--- src/hw/rtl/ssf_pkg.sv ---
`timescale 1ns / 1ps

package ssf_pkg;

    // Configuration register indexes
    localparam logic REG_TARGET_TYPE  = 1'b0;
    localparam logic REG_TARGET_INDEX = 1'b1;

    typedef struct packed {
        logic [7:0] data_byte;
        logic       last_byte;
    } ssf_in_t;

    typedef struct packed {
        logic        found;
        logic [15:0] start_offset;
    } ssf_out_t;

endpackage

--- src/hw/rtl/smbios_structure_finder.sv ---
`timescale 1ns / 1ps

// Walks an SMBIOS structure table that arrives one byte per input transfer and
// reports the start offset of occurrence target_index (counted from zero) of the
// structures whose type byte equals target_type. A match is reported once the
// byte HEADER_BYTES past its start has arrived; if none is confirmed, the final
// byte of the buffer (last_byte set) produces a not-found result. Each buffer
// gives exactly one result, after which the walk restarts for the next buffer;
// the configuration registers are kept. The block takes one byte every clock
// cycle: each byte is parsed combinationally against the registered walk
// state, and the result sits in an output register, so input stalls only
// while a result is held and not yet taken downstream. Positions saturate at
// the largest POSITION_BITS value, where bytes are no longer parsed.
module smbios_structure_finder
    import ssf_pkg::*;
#(
    parameter int POSITION_BITS = 16,
    parameter int HEADER_BYTES  = 4
)
(
    input  logic       clk,
    input  logic       rst_n,

    input  logic       cfg_write_enable,
    input  logic       cfg_index,
    input  logic [7:0] cfg_data,

    input  logic       in_valid,
    output logic       in_ready,
    input  ssf_in_t    in_data,

    output logic       out_valid,
    input  logic       out_ready,
    output ssf_out_t   out_data
);

    localparam int PB = POSITION_BITS;
    localparam int CW = (PB > 8) ? PB : 8;
    localparam logic [PB-1:0] POS_MAX = {PB{1'b1}};

    logic [7:0]    target_type_reg;
    logic [7:0]    target_index_reg;

    logic [PB-1:0] byte_position_reg,     byte_position_next;
    logic [PB-1:0] structure_start_reg,   structure_start_next;
    logic [7:0]    formatted_length_reg,  formatted_length_next;
    logic          previous_was_zero_reg, previous_was_zero_next;
    logic [7:0]    type_match_count_reg,  type_match_count_next;
    logic          match_pending_reg,     match_pending_next;
    logic [PB-1:0] pending_offset_reg,    pending_offset_next;
    logic          search_done_reg,       search_done_next;

    logic          out_valid_reg,         out_valid_next;
    ssf_out_t      out_data_reg,          out_data_next;

    logic          accept;
    logic          emit;
    logic          parse_en;
    logic          byte_zero;
    logic [PB-1:0] rel;
    logic          rel_zero;
    logic          rel_one;
    logic [7:0]    len_eff;
    logic [CW-1:0] rel_ext;
    logic [CW-1:0] len_ext;
    logic [PB:0]   confirm_pos;
    logic          confirm;
    logic [PB+15:0] offset_wide;

    assign in_ready  = !out_valid_reg || out_ready;
    assign accept    = in_valid && in_ready;
    assign out_valid = out_valid_reg;
    assign out_data  = out_data_reg;

    always_ff @(posedge clk or negedge rst_n)
    begin
        if (!rst_n)
        begin
            target_type_reg  <= '0;
            target_index_reg <= '0;
        end
        else if (cfg_write_enable)
        begin
            unique case (cfg_index)
                REG_TARGET_TYPE:  target_type_reg  <= cfg_data;
                REG_TARGET_INDEX: target_index_reg <= cfg_data;
                default:          ;
            endcase
        end
    end

    always_comb
    begin
        byte_zero   = (in_data.data_byte == 8'd0);
        parse_en    = !search_done_reg && (byte_position_reg != POS_MAX);
        rel         = byte_position_reg - structure_start_reg;
        rel_zero    = (rel == '0);
        rel_one     = (rel == PB'(1));
        // The length byte counts for the terminator check on the very byte it arrives.
        len_eff     = rel_one ? in_data.data_byte : formatted_length_reg;
        rel_ext     = CW'(rel);
        len_ext     = CW'(len_eff);
        confirm_pos = {1'b0, pending_offset_reg} + (PB+1)'(HEADER_BYTES);
        confirm     = parse_en && match_pending_reg &&
                      (confirm_pos == {1'b0, byte_position_reg});
        offset_wide = {16'd0, pending_offset_reg};

        byte_position_next     = byte_position_reg;
        structure_start_next   = structure_start_reg;
        formatted_length_next  = formatted_length_reg;
        previous_was_zero_next = previous_was_zero_reg;
        type_match_count_next  = type_match_count_reg;
        match_pending_next     = match_pending_reg;
        pending_offset_next    = pending_offset_reg;
        search_done_next       = search_done_reg;
        emit                   = 1'b0;
        out_data_next          = out_data_reg;

        if (accept)
        begin
            if (parse_en)
            begin
                if (rel_zero)
                begin
                    if (!match_pending_reg && (in_data.data_byte == target_type_reg))
                    begin
                        if (type_match_count_reg == target_index_reg)
                        begin
                            match_pending_next  = 1'b1;
                            pending_offset_next = structure_start_reg;
                        end
                        type_match_count_next = type_match_count_reg + 8'd1;
                    end
                end
                else
                begin
                    if (rel_one)
                    begin
                        formatted_length_next = in_data.data_byte;
                    end
                    if ((rel_ext > len_ext) && previous_was_zero_reg && byte_zero)
                    begin
                        structure_start_next = byte_position_reg + PB'(1);
                    end
                end
                previous_was_zero_next = byte_zero;

                if (confirm)
                begin
                    emit                       = 1'b1;
                    out_data_next.found        = 1'b1;
                    out_data_next.start_offset = offset_wide[15:0];
                    search_done_next           = 1'b1;
                end
            end

            if (byte_position_reg != POS_MAX)
            begin
                byte_position_next = byte_position_reg + PB'(1);
            end

            if (in_data.last_byte)
            begin
                if (!search_done_reg && !confirm)
                begin
                    emit                       = 1'b1;
                    out_data_next.found        = 1'b0;
                    out_data_next.start_offset = 16'd0;
                end
                byte_position_next     = '0;
                structure_start_next   = '0;
                formatted_length_next  = '0;
                previous_was_zero_next = 1'b0;
                type_match_count_next  = '0;
                match_pending_next     = 1'b0;
                pending_offset_next    = '0;
                search_done_next       = 1'b0;
            end
        end

        if (emit)
        begin
            out_valid_next = 1'b1;
        end
        else if (out_ready)
        begin
            out_valid_next = 1'b0;
        end
        else
        begin
            out_valid_next = out_valid_reg;
        end
    end

    always_ff @(posedge clk or negedge rst_n)
    begin
        if (!rst_n)
        begin
            byte_position_reg     <= '0;
            structure_start_reg   <= '0;
            formatted_length_reg  <= '0;
            previous_was_zero_reg <= 1'b0;
            type_match_count_reg  <= '0;
            match_pending_reg     <= 1'b0;
            pending_offset_reg    <= '0;
            search_done_reg       <= 1'b0;
            out_valid_reg         <= 1'b0;
        end
        else
        begin
            byte_position_reg     <= byte_position_next;
            structure_start_reg   <= structure_start_next;
            formatted_length_reg  <= formatted_length_next;
            previous_was_zero_reg <= previous_was_zero_next;
            type_match_count_reg  <= type_match_count_next;
            match_pending_reg     <= match_pending_next;
            pending_offset_reg    <= pending_offset_next;
            search_done_reg       <= search_done_next;
            out_valid_reg         <= out_valid_next;
        end
    end

    always_ff @(posedge clk)
    begin
        out_data_reg <= out_data_next;
    end

    // A finished search always comes from a confirmed pending match.
    assert property (@(posedge clk) disable iff (!rst_n)
        search_done_reg |-> match_pending_reg)
        else $error("search done without a pending match");

    // A pending match never lies ahead of the current byte position.
    assert property (@(posedge clk) disable iff (!rst_n)
        match_pending_reg |-> (pending_offset_reg <= byte_position_reg))
        else $error("pending offset beyond byte position");

    // The final byte of a buffer restarts the walk.
    assert property (@(posedge clk) disable iff (!rst_n)
        (accept && in_data.last_byte) |=>
            (byte_position_reg == '0) && !search_done_reg && !match_pending_reg)
        else $error("walk state not cleared after final byte");

    // A not-found result carries a zero offset.
    assert property (@(posedge clk) disable iff (!rst_n)
        (out_valid_reg && !out_data_reg.found) |-> (out_data_reg.start_offset == 16'd0))
        else $error("not-found result with nonzero offset");

endmodule

--- config.mk ---
export PLATFORM = sky130hd
export DESIGN_NAME = smbios_structure_finder
export DESIGN_NICKNAME = d
export VERILOG_FILES = /design/src/hw/rtl/ssf_pkg.sv /design/src/hw/rtl/smbios_structure_finder.sv
export SDC_FILE = /design/constraint.sdc
export NUM_CORES = 1
export LEC_CHECK = 0
export CAP_MARGIN = 25
export CORE_ASPECT_RATIO = 0.5
export CORE_MARGIN = 10
export CORE_UTILIZATION = 25
export DETAILED_ROUTE_END_ITERATION = 7
export DONT_BUFFER_PORTS = 1
export HOLD_SLACK_MARGIN = 0.08
export PLACE_DENSITY_LB_ADDON = 0.3
export SLEW_MARGIN = 20
export SYNTH_ARGS = -nofsm -noshare
export SYNTH_HDL_FRONTEND = slang
export SYNTH_SLANG_ARGS = --single-unit
--- constraint.sdc ---
create_clock -name clk -period 5.9 [get_ports clk]
set_input_delay 0.59 -clock clk [delete_from_list [all_inputs] [get_ports clk]]
set_output_delay 0.59 -clock clk [all_outputs]
set_load 0.01 [all_outputs]
# After elaboration in Yosys (flattened, before gate mapping)
# Index checks and enable logic that the tools add are counted.
[word_totals]
reg_bits = 101
latchBits = 0
mem_bits_rw = 0
rom_bits = 0
inputBits = 23
output_inout_bits = 19
wordCells = 97
memories = 0
[classes]
add_sub_neg = 4
n_mul = 0
div_mod_pow = 0
magnitude_cmp = 1
eq_ne = 6
shift = 0
muxes = 40
bitwise = 1
n_reduce_logical = 32
[op_table]
columns = ["operator", "count"]
rows = [
  ["16-bit two-way mux", 11],
  ["17-bit two-way mux", 4],
  ["8-bit two-way mux", 8],
  ["16-bit by 3-bit adder with 17-bit output (second input constant)", 1],
  ["17-bit by 16-bit == test with 1-bit output", 1],
  ["1-bit two-way mux", 17],
  ["16-bit by 1-bit adder with 16-bit output (second input constant)", 1],
  ["16-bit by 1-bit == test with 1-bit output (second input constant)", 1],
  ["8-bit == test", 2],
  ["16-bit by 8-bit > comparator with 1-bit output", 1],
  ["16-bit zero test", 1],
  ["16-bit != test (second input constant)", 1],
  ["2-bit nonzero test", 8],
  ["16-bit subtractor", 1],
  ["8-bit by 1-bit adder with 8-bit output (second input constant)", 1],
  ["1-bit logical AND", 8],
  ["8-bit zero test", 1],
  ["2-bit AND reduction", 4],
  ["4-bit AND reduction", 2],
  ["3-bit AND reduction", 2],
  ["5-bit AND reduction", 1],
  ["1-bit zero test", 4],
  ["2-bit != test (second input constant)", 1],
  ["1-bit logical OR", 1],
  ["1-bit NOT", 1],
]

# Depth between registers and ports, before layout
# Gate-level depths: netlist of the first run.
[logic_depth]
depth_word = 10
depth_mapped = 22
mapped_depth_nobuf = 19

# Worst setup path after synthesis of the first run
# No wires, ideal clock.
[synth_path]
kind = "register -> register"
startpoint = "reg byte_position_reg[4]"
endpoint = "reg structure_start_reg[10]"
setup_ns = 0.079
t_arrival_ns = 4.346
required_ns = 5.821
path_slack_ns = 1.474
path_stages_with_launch = 22
n_path_buf = 4
period_less_slack_ns = 4.426
cell_sequence = "dfrtp_1 -> ha_1 -> buf_6 -> a21o_1 -> a31o_1 -> or3_4 -> a2111oi_4 -> nand4b_1 -> nor4_1 -> buf_2 -> mux2_2 -> ha_1 -> nor2b_1 -> o21ai_0 -> nand2b_1 -> a21oi_1 -> o21a_1 -> nor3_1 -> o31a_1 -> buf_2 -> buf_6 -> mux2i_1"
[synth_between]
elab_chain_cells = 8
elab_cells_between_ends = 18
cone_classes = "add/sub: 2; order compare: 1; eq/ne: 3; mux: 5; reduce/logical: 7"
[synth_rtl]
columns = ["element", "line_no", "text"]
rows = [
  ["from (decl)", "smbios_structure_finder.sv:44", "logic [PB-1:0] byte_position_reg, byte_position_next;"],
  ["from (signal assigned)", "smbios_structure_finder.sv:211", "byte_position_reg <= byte_position_next;"],
  ["16-bit subtractor", "smbios_structure_finder.sv:96", "rel = byte_position_reg - structure_start_reg;"],
  ["16-bit by 1-bit == test with 1-bit output", "smbios_structure_finder.sv:98", "rel_one = (rel == PB'(1));"],
  ["8-bit two-way mux", "-", ""],
  ["16-bit by 8-bit > comparator with 1-bit output", "smbios_structure_finder.sv:141", "if ((rel_ext > len_ext) && previous_was_zero_reg && byte_zero)"],
  ["1-bit logical AND (2 in series)", "smbios_structure_finder.sv:141", ""],
  ["2-bit nonzero test (no line)", "-", ""],
  ["4-bit AND reduction (no line)", "-", ""],
  ["to (signal assigned)", "smbios_structure_finder.sv:212", "structure_start_reg <= structure_start_next;"],
  ["to (decl)", "smbios_structure_finder.sv:45", "logic [PB-1:0] structure_start_reg, structure_start_next;"],
]
# Parallel ways exist; a longest one is shown, timed or not. The select of a mux whose other input is x is not followed.
# A chain may end at the register's enable or synchronous reset.

# Worst setup path in the final report of the first run
[layout_path]
startpoint = "reg byte_position_reg[4]"
endpoint = "reg structure_start_reg[4]"
# Same word-level chain as after synthesis.

==> results of run 1 <==
cell type report:
cell class | count | area, um^2
Fill cell | 2974 | 20000
Multi-Input combinational cell | 602 | 4070
Sequential cell | 101 | 2610
Tap cell | 382 | 478
Clock buffer | 11 | 233
Inverter | 42 | 158
Clock inverter | 5 | 85.1
Timing Repair Buffer | 8 | 80.1
power groups by stage:
| stage | Sequential [uW] | Combinational [uW] | Clock [uW] |
|---|---|---|---|
| global placement | 885 | 1030 | 0 |
| CTS | 873 | 1060 | 669 |
| finish | 872 | 1070 | 653 |
| global route | 886 | 1190 | 695 |
| floorplan | 817 | 884 | 0 |
| detailed placement | 888 | 1040 | 0 |
through the flow:
step	power (uW)	hold slack, ps	worst slack, ps	utilization (%)	instances
floorplan	1700	294	1470	-	797
global placement	1920	299	1130	26.6	1134
detailed placement	1930	298	1010	26.6	1134
CTS	2610	153	968	27.8	1151
global route	2770	174	667	27.8	1151
finish	2590	145	974	27.8	1151
critical path: stages (launching register included):
cell and delay, ps:
dfrtp_1 500, ha_1 460, a21o_1 230, a31o_1 230, or3_4 390, a2111oi_4 410
nand4b_1 170, nor4_2 310, buf_4 240, mux2i_1 250, ha_1 290, nor2b_1 130
o21ai_0 170, nand2b_1 70, a21oi_1 140, o21a_1 120, nor3_1 40, o31a_1 230
buf_4 230, mux2i_1 160
synth_stat cells (all sizes together) (11+ instances only):
cell type / n / share of area [%]
edfxtp: 17 / 7.2
clkbuf: 44 / 2.3
nor3: 19 / 1.3
nor2: 21 / 1.1
nor2b: 21 / 1.9
mux2: 17 / 2.7
o311ai: 18 / 2.2
a21oi: 32 / 2.3
inv: 42 / 2.2
a211oi: 11 / 1.2
xnor2: 27 / 3.4
ha: 27 / 4.8
o21ai: 62 / 4.4
mux2i: 36 / 5.1
nand4: 14 / 1.5
nand2: 113 / 6.0
xor2: 18 / 2.2
dfrtp: 84 / 30
nand3: 22 / 1.6
nand2b: 24 / 2.1
cell families (layout without fill, tap and decap cells):
logic type / after synthesis / in the layout / share of synthesized area, %
xor+xnor: 45 / 45 / 5.59
flops: 101 / 101 / 37.0
compound gates: 187 / 187 / 17.6
mux: 53 / 53 / 7.82
simple gates: 289 / 289 / 21.4
fa+ha+maj: 28 / 28 / 5.07
buf+inv: 94 / 66 / 5.50
routing by layer:
| metal | part of all wire, % | routed length (um) |
|---|---|---|
| met1 | 48 | 9160 |
| met2 | 47 | 9010 |
| met3 | 4.3 | 825 |
| met4 | 1.0 | 193 |
| met5 | 0 | 0 |
timing repair:
item	in CTS	in global routing
hold endpoints to repair	84	0
resized for setup	0	0
hold buffers	1	0
worst paths after layout:
path,from,endpoint,depth (start not counted)
setup / recovery,byte_position_reg[4]$_DFFE_PN0P_,structure_start_reg[4]$_DFFE_PN0P_,19
hold reg to reg,target_index_reg[7]$_DFFE_PN0P_,target_index_reg[7]$_DFFE_PN0P_,1
min in group clk,in_data[0],byte_position_reg[13]$_DFFE_PN0P_,1
max in group asynchronous,rst_n,type_match_count_reg[7]$_DFFE_PN0P_,1
setup reg to reg,byte_position_reg[4]$_DFFE_PN0P_,structure_start_reg[4]$_DFFE_PN0P_,19
hold / removal,rst_n,out_valid$_DFFE_PN0P_,1
==> impl_results.md, run 1 <==
- Status: finished clean
- Post-DP HPWL: 14.0 mm
- Relative slew slack: 40.3%
- Net Sw Frac: 39.0%
- Primary FF master, synth: dfrtp_1
- Worst vdd ir: 0.000139 V
- Routed Antenna Nets: 0
- Worst-Margin Slew: 895 ps
- Core Rows: 43
- CTS clk-pin slew, worst paths: 70 ps
- Layout cell share with drive strength beyond 1: 7.41%
- Antenna Cells: 0
- Detailed Routing Iterations Pass 1: 5
- Die width: 258 um
- Max Fclk: 203 MHz
- First-pass GRT wire length: 30.9 mm
- Power per standard cell area: 336 mW/mm^2
- Worst setup path category: reg -> reg
- Initial Util: 25.4%
- Per-cell routed wire length: 16.7 um
- DRC Markers: 0
- Num CTS Buffers: 9
- Worst Hold Class: in -> async
- Initial antenna violation count: 0
- Die area: 0.0358 mm^2
- Tmin final: 4930 ps
- Reg2reg setup slack: 970 ps
- Worst EP required: 6120 ps
- Pint: 1580 uW
- Post-CTS setup buffers: 0
- Met1 usage: 14.0%
- Post-synth EDFFs: 17
- Largest net degree at the start of global routing: 85
- P&R area growth vs syn: 9.36%
- # nets final: 815
- Max Clock Skew: 12.5 ps
- Vias per inst: 4.96
- Core area: 0.0278 mm^2
- GR Util met3: 2.14%
- Cell variety after synth: 65
- Top Usage Layer GRT: met2
- Critical path capture point type: flip-flop
- Area of the mapped netlist: 0.00706 mm^2
- Clock power share: 25.2%
- Pleak: 0.00299 uW
- Avg Cell Area, Syn: 8.85 um^2
- Synthesized Nets: 848
- Post-Route Setup TNS: 0 ps
- Final period utilization: 83.5%
- Commonest non-fill, non-tap cell in the layout: nand2_1
- Final Routed Wirelength: 19.2 mm
- Met2 GRT Util: 17.0%
- Vias: 5707
- Htree depth: 3
- Finish-stage setup viols: 0
- RSZ-0062 raised after global routing: false
- Seq/Total Area, Yosys: 37.0%
- GRT Total Usage: 10.5%
- Placer Congestion: 0.846
- Clock Sinks: 101
- DRT iter0 DRCs: 464
- GRT overflow: 0
- CTS tree: done
- Hold Vio Cnt, Final: 0
- Number of max-cap violations: 0
- NetSw: 1010 uW
- IO Pins: 42
- Vias in the first global route: 5425
- Placed inst area: 0.00737 mm^2
- #FFs+latches synth: 101
- Async set-or-reset flop fraction in the synthesized netlist: 83.2%
- Die H: 139 um
- Fin area: 0.00772 mm^2
- Most frequent cells in the layout: 112 x nand2_1, 84 x dfrtp_1, 57 x o21ai_0
- Post-Synthesis Cells: 797
- Worst-path fanout max: 16
- Power share of the sequential group: 33.7%
- Skew-Pair Late Insertion Delay: 360 ps
- CTS Root Cell: clkbuf_16
- Deepest clock path buffer count: 2
- Max-slew violation count: 0
- Max reg flops: 17
- PortBufs: 0
- Combinational power share: 41.1%
- Startpoint types: flip-flop
- Worst Path Arrival: 5150 ps
- Total number of yosys warnings: 0
Power figures use the tool's default switching activity.
==> run 2: changes to the inputs <==
- clock period: 5.9 -> 4.85 ns (I/O delays scaled with it)
==> impl_results.md, run 2 (synthesis results as in run 1) <==
- Max Clock Skew: 12.1 ps
- CTS Root Cell: clkbuf_16
- RSZ-0062 raised after global routing: false
- Worst setup path category: reg -> reg
- Placer Congestion: 0.835
- Vias per inst: 4.99
- First-pass GRT wire length: 31.4 mm
- Finish-stage setup viols: 0
- GRT overflow: 0
- Htree depth: 3
- Max-slew violation count: 0
- Fin util: 28.2%
- Detailed Routing Iterations Pass 1: 5
- Sequential cell area: 0.00261 mm^2
- Startpoint types: flip-flop
- DRC Markers: 0
- Combinational power share: 44.2%
- Final Routed Wirelength: 19.3 mm
- Relative slew slack: 39.3%
- Skew-Pair Late Insertion Delay: 350 ps
- Pint: 1970 uW
- Worst-Margin Slew: 909 ps
- DRT iter0 DRCs: 395
- Fillers: 2987
- Critical path capture point type: flip-flop
- Post-CTS setup buffers: 0
- Post-Route Setup TNS: 0 ps
- Routed Antenna Nets: 0
- IO Pins: 42
- Setup ws final: 319 ps
- P&R area growth vs syn: 10.9%
- Footprint of the multi-input gates: 0.00408 mm^2
- Core area: 0.0278 mm^2
- Pleak: 0.00305 uW
- Die width: 258 um
- Power per standard cell area: 412 mW/mm^2
- Status: finished clean
- Final period utilization: 93.4%
- Net Sw Frac: 38.8%
- Vias in the first global route: 5542
- # nets final: 827
- Die H: 139 um
- Core Rows: 43
- Clock Sinks: 101
- Tmin final: 4530 ps
- Die area: 0.0358 mm^2
- Num CTS Buffers: 9
- Hold slack final: 256 ps
- Number of max-cap violations: 0
- DP Worst Slack: 311 ps
- Max reg flops: 17
- Post-DP HPWL: 14.1 mm
- Per-cell routed wire length: 16.6 um
- Vias: 5801
- CTS tree: done
- Deepest clock path buffer count: 2
- Placed inst area: 0.00747 mm^2
- Clock power share: 24.5%
- Worst EP required: 5080 ps
- Worst Hold Class: in -> reg
- Reg2reg setup slack: 320 ps
- NetSw: 1250 uW
- Most frequent cells in the layout: 112 x nand2_1, 83 x dfrtp_1, 57 x o21ai_0
- Hold Vio Cnt, Final: 0
- Antenna Cells: 0
- PortBufs: 0
- Worst Path Arrival: 4760 ps
- Initial Util: 25.4%
- GRT Total Usage: 10.6%
- Worst-path fanout max: 16
- Initial antenna violation count: 0
- Commonest non-fill, non-tap cell in the layout: nand2_1
- Worst vdd ir: 0.000225 V
- Power share of the sequential group: 31.3%
- CTS clk-pin slew, worst paths: 70 ps
- Max Fclk: 221 MHz
- Layout cell share with drive strength beyond 1: 8.96%
- Fin area: 0.00783 mm^2
- Largest net degree at the start of global routing: 85
run 2: worst paths after layout:
kind	start	end	depth (start not counted)
max in group asynchronous	rst_n	structure_start_reg[12]$_DFFE_PN0P_	2
min in group asynchronous	rst_n	type_match_count_reg[0]$_DFFE_PN0P_	2
min	in_data[0]	type_match_count_reg[0]$_DFFE_PN0P_	1
max reg2reg	byte_position_reg[1]$_DFFE_PN0P_	structure_start_reg[10]$_DFFE_PN0P_	18
min reg2reg	formatted_length_reg[1]$_DFFE_PN0P_	formatted_length_reg[1]$_DFFE_PN0P_	2
max	byte_position_reg[1]$_DFFE_PN0P_	structure_start_reg[10]$_DFFE_PN0P_	18
run 2: cell type report:
type	count	area share, %
Clock inverter	6	1.10
Inverter	42	2.01
Multi-Input combinational cell	602	52.1
Timing Repair Buffer	20	2.37
Clock buffer	10	2.93
Tap cell	382	6.11
Sequential cell	101	33.4
run 2: per-stage QoR:
step,power (uW),cells
6_report,3220,1163
5_1_grt,3430,1163
4_1_cts,3230,1163
3_5_place_dp,2410,1145
3_3_place_gp,2410,1145
2_1_floorplan,2070,797
run 2: per-layer routing:
metal	vias to the layer above	wire length (um)	global-route usage [%]
met1	2861	9380	14.4
met5	-	0	0
met2	109	8940	17.1
met3	14	819	2.18
li1	2817	-	-
met4	0	210	2.43
run 2: worst max-delay path, cell delays in order (launching register included):
cell,delay (ps)
dfrtp_1,460
ha_1,340
nor2b_1,150
o2111a_1,280
or3_4,350
a2111oi_4,400
nand4b_1,170
nor4_2,290
buf_4,230
mux2i_1,230
ha_1,270
a21o_1,160
a21o_1,170
a21oi_1,130
o21a_1,130
nor3_1,50
o31a_1,270
buf_12,170
mux2i_1,130
run 2: repair_timing:
item | 4_1_cts | 5_1_grt
endpoints found under the hold margin | 84 | 0
hold buffers | 2 | 0
gates resized for setup | 0 | 2
endpoints found under the setup margin | 0 | 16
run 2: power groups by stage:
| stage | Combinational [uW] | Sequential [uW] | Clock (uW) |
|---|---|---|---|
| after global routing | 1570 | 1020 | 844 |
| after detailed placement | 1380 | 1030 | 0 |
| final | 1420 | 1010 | 790 |
| after floorplan | 1080 | 994 | 0 |
| after CTS | 1410 | 1010 | 808 |
| after global placement | 1390 | 1020 | 0 |
==> run 3: changes to the inputs <==
- ABC_AREA: unset -> 1
- CORE_MARGIN: 10 -> unset
==> impl_results.md, run 3 <==
- Status: finished clean
- Finish-stage setup viols: 0
- CTS clk-pin slew, worst paths: 80 ps
- Max incr delay on CP: 420 ps
- Critical path capture point type: flip-flop
- Worst EP required: 5150 ps
- Power per standard cell area: 307 mW/mm^2
- #FFs+latches synth: 101
- Post-CTS setup buffers: 0
- Initial Util: 25.7%
- Max-slew violation count: 0
- Layout cell share with drive strength beyond 1: 6.78%
- Post-synth top cells: 354 x nand2_1, 148 x inv_1, 84 x dfrtp_1, 79 x nand3_1, 63 x nor2_1
- Deepest clock path buffer count: 2
- Worst setup path category: reg -> reg
- PortBufs: 0
- Max Clock Skew: 13.6 ps
- DRC Markers: 0
- NetSw: 885 uW
- CTS Root Cell: clkbuf_16
- Core Rows: 43
- Relative slew slack: 39.4%
- CP Buf/Inv Count: 3
- Routed Antenna Nets: 0
- Pleak: 0.00389 uW
- Post-synth top area share: 29.3%
- Top-count cell post-synth: nand2_1
- Dominant cell type by area after synthesis: dfrtp_1
- DRT iter0 DRCs: 428
- # nets final: 1063
- Cell variety after synth: 50
- Reg2reg start: byte_position_reg[0]$_DFFE_PN0P_
- Num CTS Buffers: 9
- Pint: 1520 uW
- Worst Hold Class: in -> reg
- Skew-Pair Late Insertion Delay: 360 ps
- Net Sw Frac: 36.7%
- Slowest cell on crit path: dfrtp_1
- Detailed Routing Iterations Pass 1: 7
- Final Routed Wirelength: 18.4 mm
- Vias: 6321
- Reg2reg end: structure_start_reg[15]$_DFFE_PN0P_
- Worst setup path end: structure_start_reg[15]$_DFFE_PN0P_
- Vias per inst: 4.52
- Hold Vio Cnt, Final: 0
- Clock Sinks: 101
- RSZ-0062 raised after global routing: false
- Die width: 241 um
- GRT overflow: 0
- Worst-Margin Slew: 908 ps
- Per-cell routed wire length: 13.2 um
- Placer Congestion: 0.847
- Worst R2R Path Depth: 24
- Max Fclk: 235 MHz
- Seq/Total Area, Yosys: 36.4%
- Worst vdd ir: 0.000182 V
- Worst-path fanout max: 17
- Clock power share: 29.9%
- Critical path startpoint: byte_position_reg[0]$_DFFE_PN0P_
- Tmin final: 4260 ps
- Async set-or-reset flop fraction in the synthesized netlist: 83.2%
- Fin area: 0.00783 mm^2
- Post-DP HPWL: 14.3 mm
- Area of the mapped netlist: 0.00717 mm^2
- Die area: 0.0294 mm^2
- Core area: 0.0279 mm^2
- Htree depth: 3
- Critical-path cell list: inv_1, ha_1, fa_1, inv_1, nand3_1, nand2_1, nand3_1, nand3_1, nand2_1, nand2_1, nand3_1, nor2_2, nand3_2, o21ai_1, inv_1, ha_1, nand3_1, o41ai_1, nand3_1, nand2_1, nand2_4, nand2_8, nand2_1, nand2_1
- Worst Path Arrival: 4560 ps
- Largest net degree at the start of global routing: 85
- Top cells by area, synth: dfrtp_1 29%, nand2_1 19%, inv_1 7.8%
- Most frequent cells in the layout: 354 x nand2_1, 148 x inv_1, 84 x dfrtp_1
- Initial antenna violation count: 0
- Delay-heaviest family, CP: simple AND/OR/NAND/NOR gates
- Power share of the sequential group: 41.1%
- Post-Route Setup TNS: 0 ps
- Post-Synthesis Cells: 1023
- Total number of yosys warnings: 0
- Final period utilization: 87.7%
- Commonest non-fill, non-tap cell in the layout: nand2_1
- Synthesized Nets: 1074
- Startpoint types: flip-flop
- GRT Total Usage: 13.2%
- Vias in the first global route: 6012
- Avg Cell Area, Syn: 7.01 um^2
- Primary FF master, synth: dfrtp_1
- Number of max-cap violations: 0
- IO Pins: 42
- Die H: 122 um
- Critical path depth: 24
- P&R area growth vs syn: 9.27%
- First-pass GRT wire length: 30.6 mm
- Antenna Cells: 0
- Combinational power share: 29.0%
- CTS tree: done
- Post-synth EDFFs: 17
- Placed inst area: 0.00751 mm^2
- Reg2reg setup slack: 590 ps
- Max reg flops: 17
[run 3: power groups by stage]
stage	Clock, uW	Sequential (uW)	Combinational (uW)
6_report	720	988	699
5_1_grt	769	999	809
4_1_cts	743	989	705
3_5_place_dp	0	1010	682
3_3_place_gp	0	1000	673
2_1_floorplan	0	984	561
[run 3: routing by layer]
| metal | track usage, % | wire length [um] |
|---|---|---|
| met3 | 2.36 | 674 |
| met5 | 0 | 0 |
| met1 | 17.9 | 9070 |
| met2 | 21.4 | 8390 |
| met4 | 3.72 | 289 |
[run 3: through the flow]
step	worst slack (ps)	power (uW)	cells	hold slack [ps]	utilization (%)
5_1_grt	97.8	2580	1399	286	28.1
3_5_place_dp	535	1690	1381	197	26.9
2_1_floorplan	1080	1550	1023	189	-
4_1_cts	489	2440	1399	276	28.0
6_report	594	2410	1399	282	28.1
3_3_place_gp	613	1680	1381	198	26.9
[run 3: layout make-up]
class	instances	area (um^2)
clock inverter	7	56.3
multi-input combinational	741	3830
clock buffer	9	225
fill	3066	20100
timing repair buffer	4	52.6
sequential	101	2610
tap	382	478
inverter	155	582
[run 3: kinds of logic after synthesis]
kind of cell,after synthesis,synth area share [%]
AND/OR/NAND/NOR,584,37.1
buffers and inverters,181,10.3
AO/OA/AOI/OAI,102,7.82
flip-flops,101,36.4
adder cells (fa/ha/maj),28,4.99
XOR/XNOR,27,3.30
[run 3: how the worst min path moves through the flow]
stage / slack, ps / endpoint / from / depth (start not counted)
after floorplan: 190 / byte_position_reg[0]$_DFFE_PN0P_ / rst_n / 0
after global placement: 200 / pending_offset_reg[13]$_DFFE_PN0P_ / rst_n / 0
after detailed placement: 200 / pending_offset_reg[12]$_DFFE_PN0P_ / rst_n / 0
after CTS: 280 / target_index_reg[4]$_DFFE_PN0P_ / cfg_data[4] / 2
after global routing: 290 / target_type_reg[4]$_DFFE_PN0P_ / cfg_data[4] / 2
final: 280 / target_index_reg[4]$_DFFE_PN0P_ / cfg_data[4] / 2
[run 3: timing repair]
| action | in CTS | in global routing |
|---|---|---|
| hold endpoints to repair | 84 | 0 |
| resized for setup | 0 | 1 |
| hold buffers | 2 | 0 |
| setup endpoints to repair | 0 | 16 |
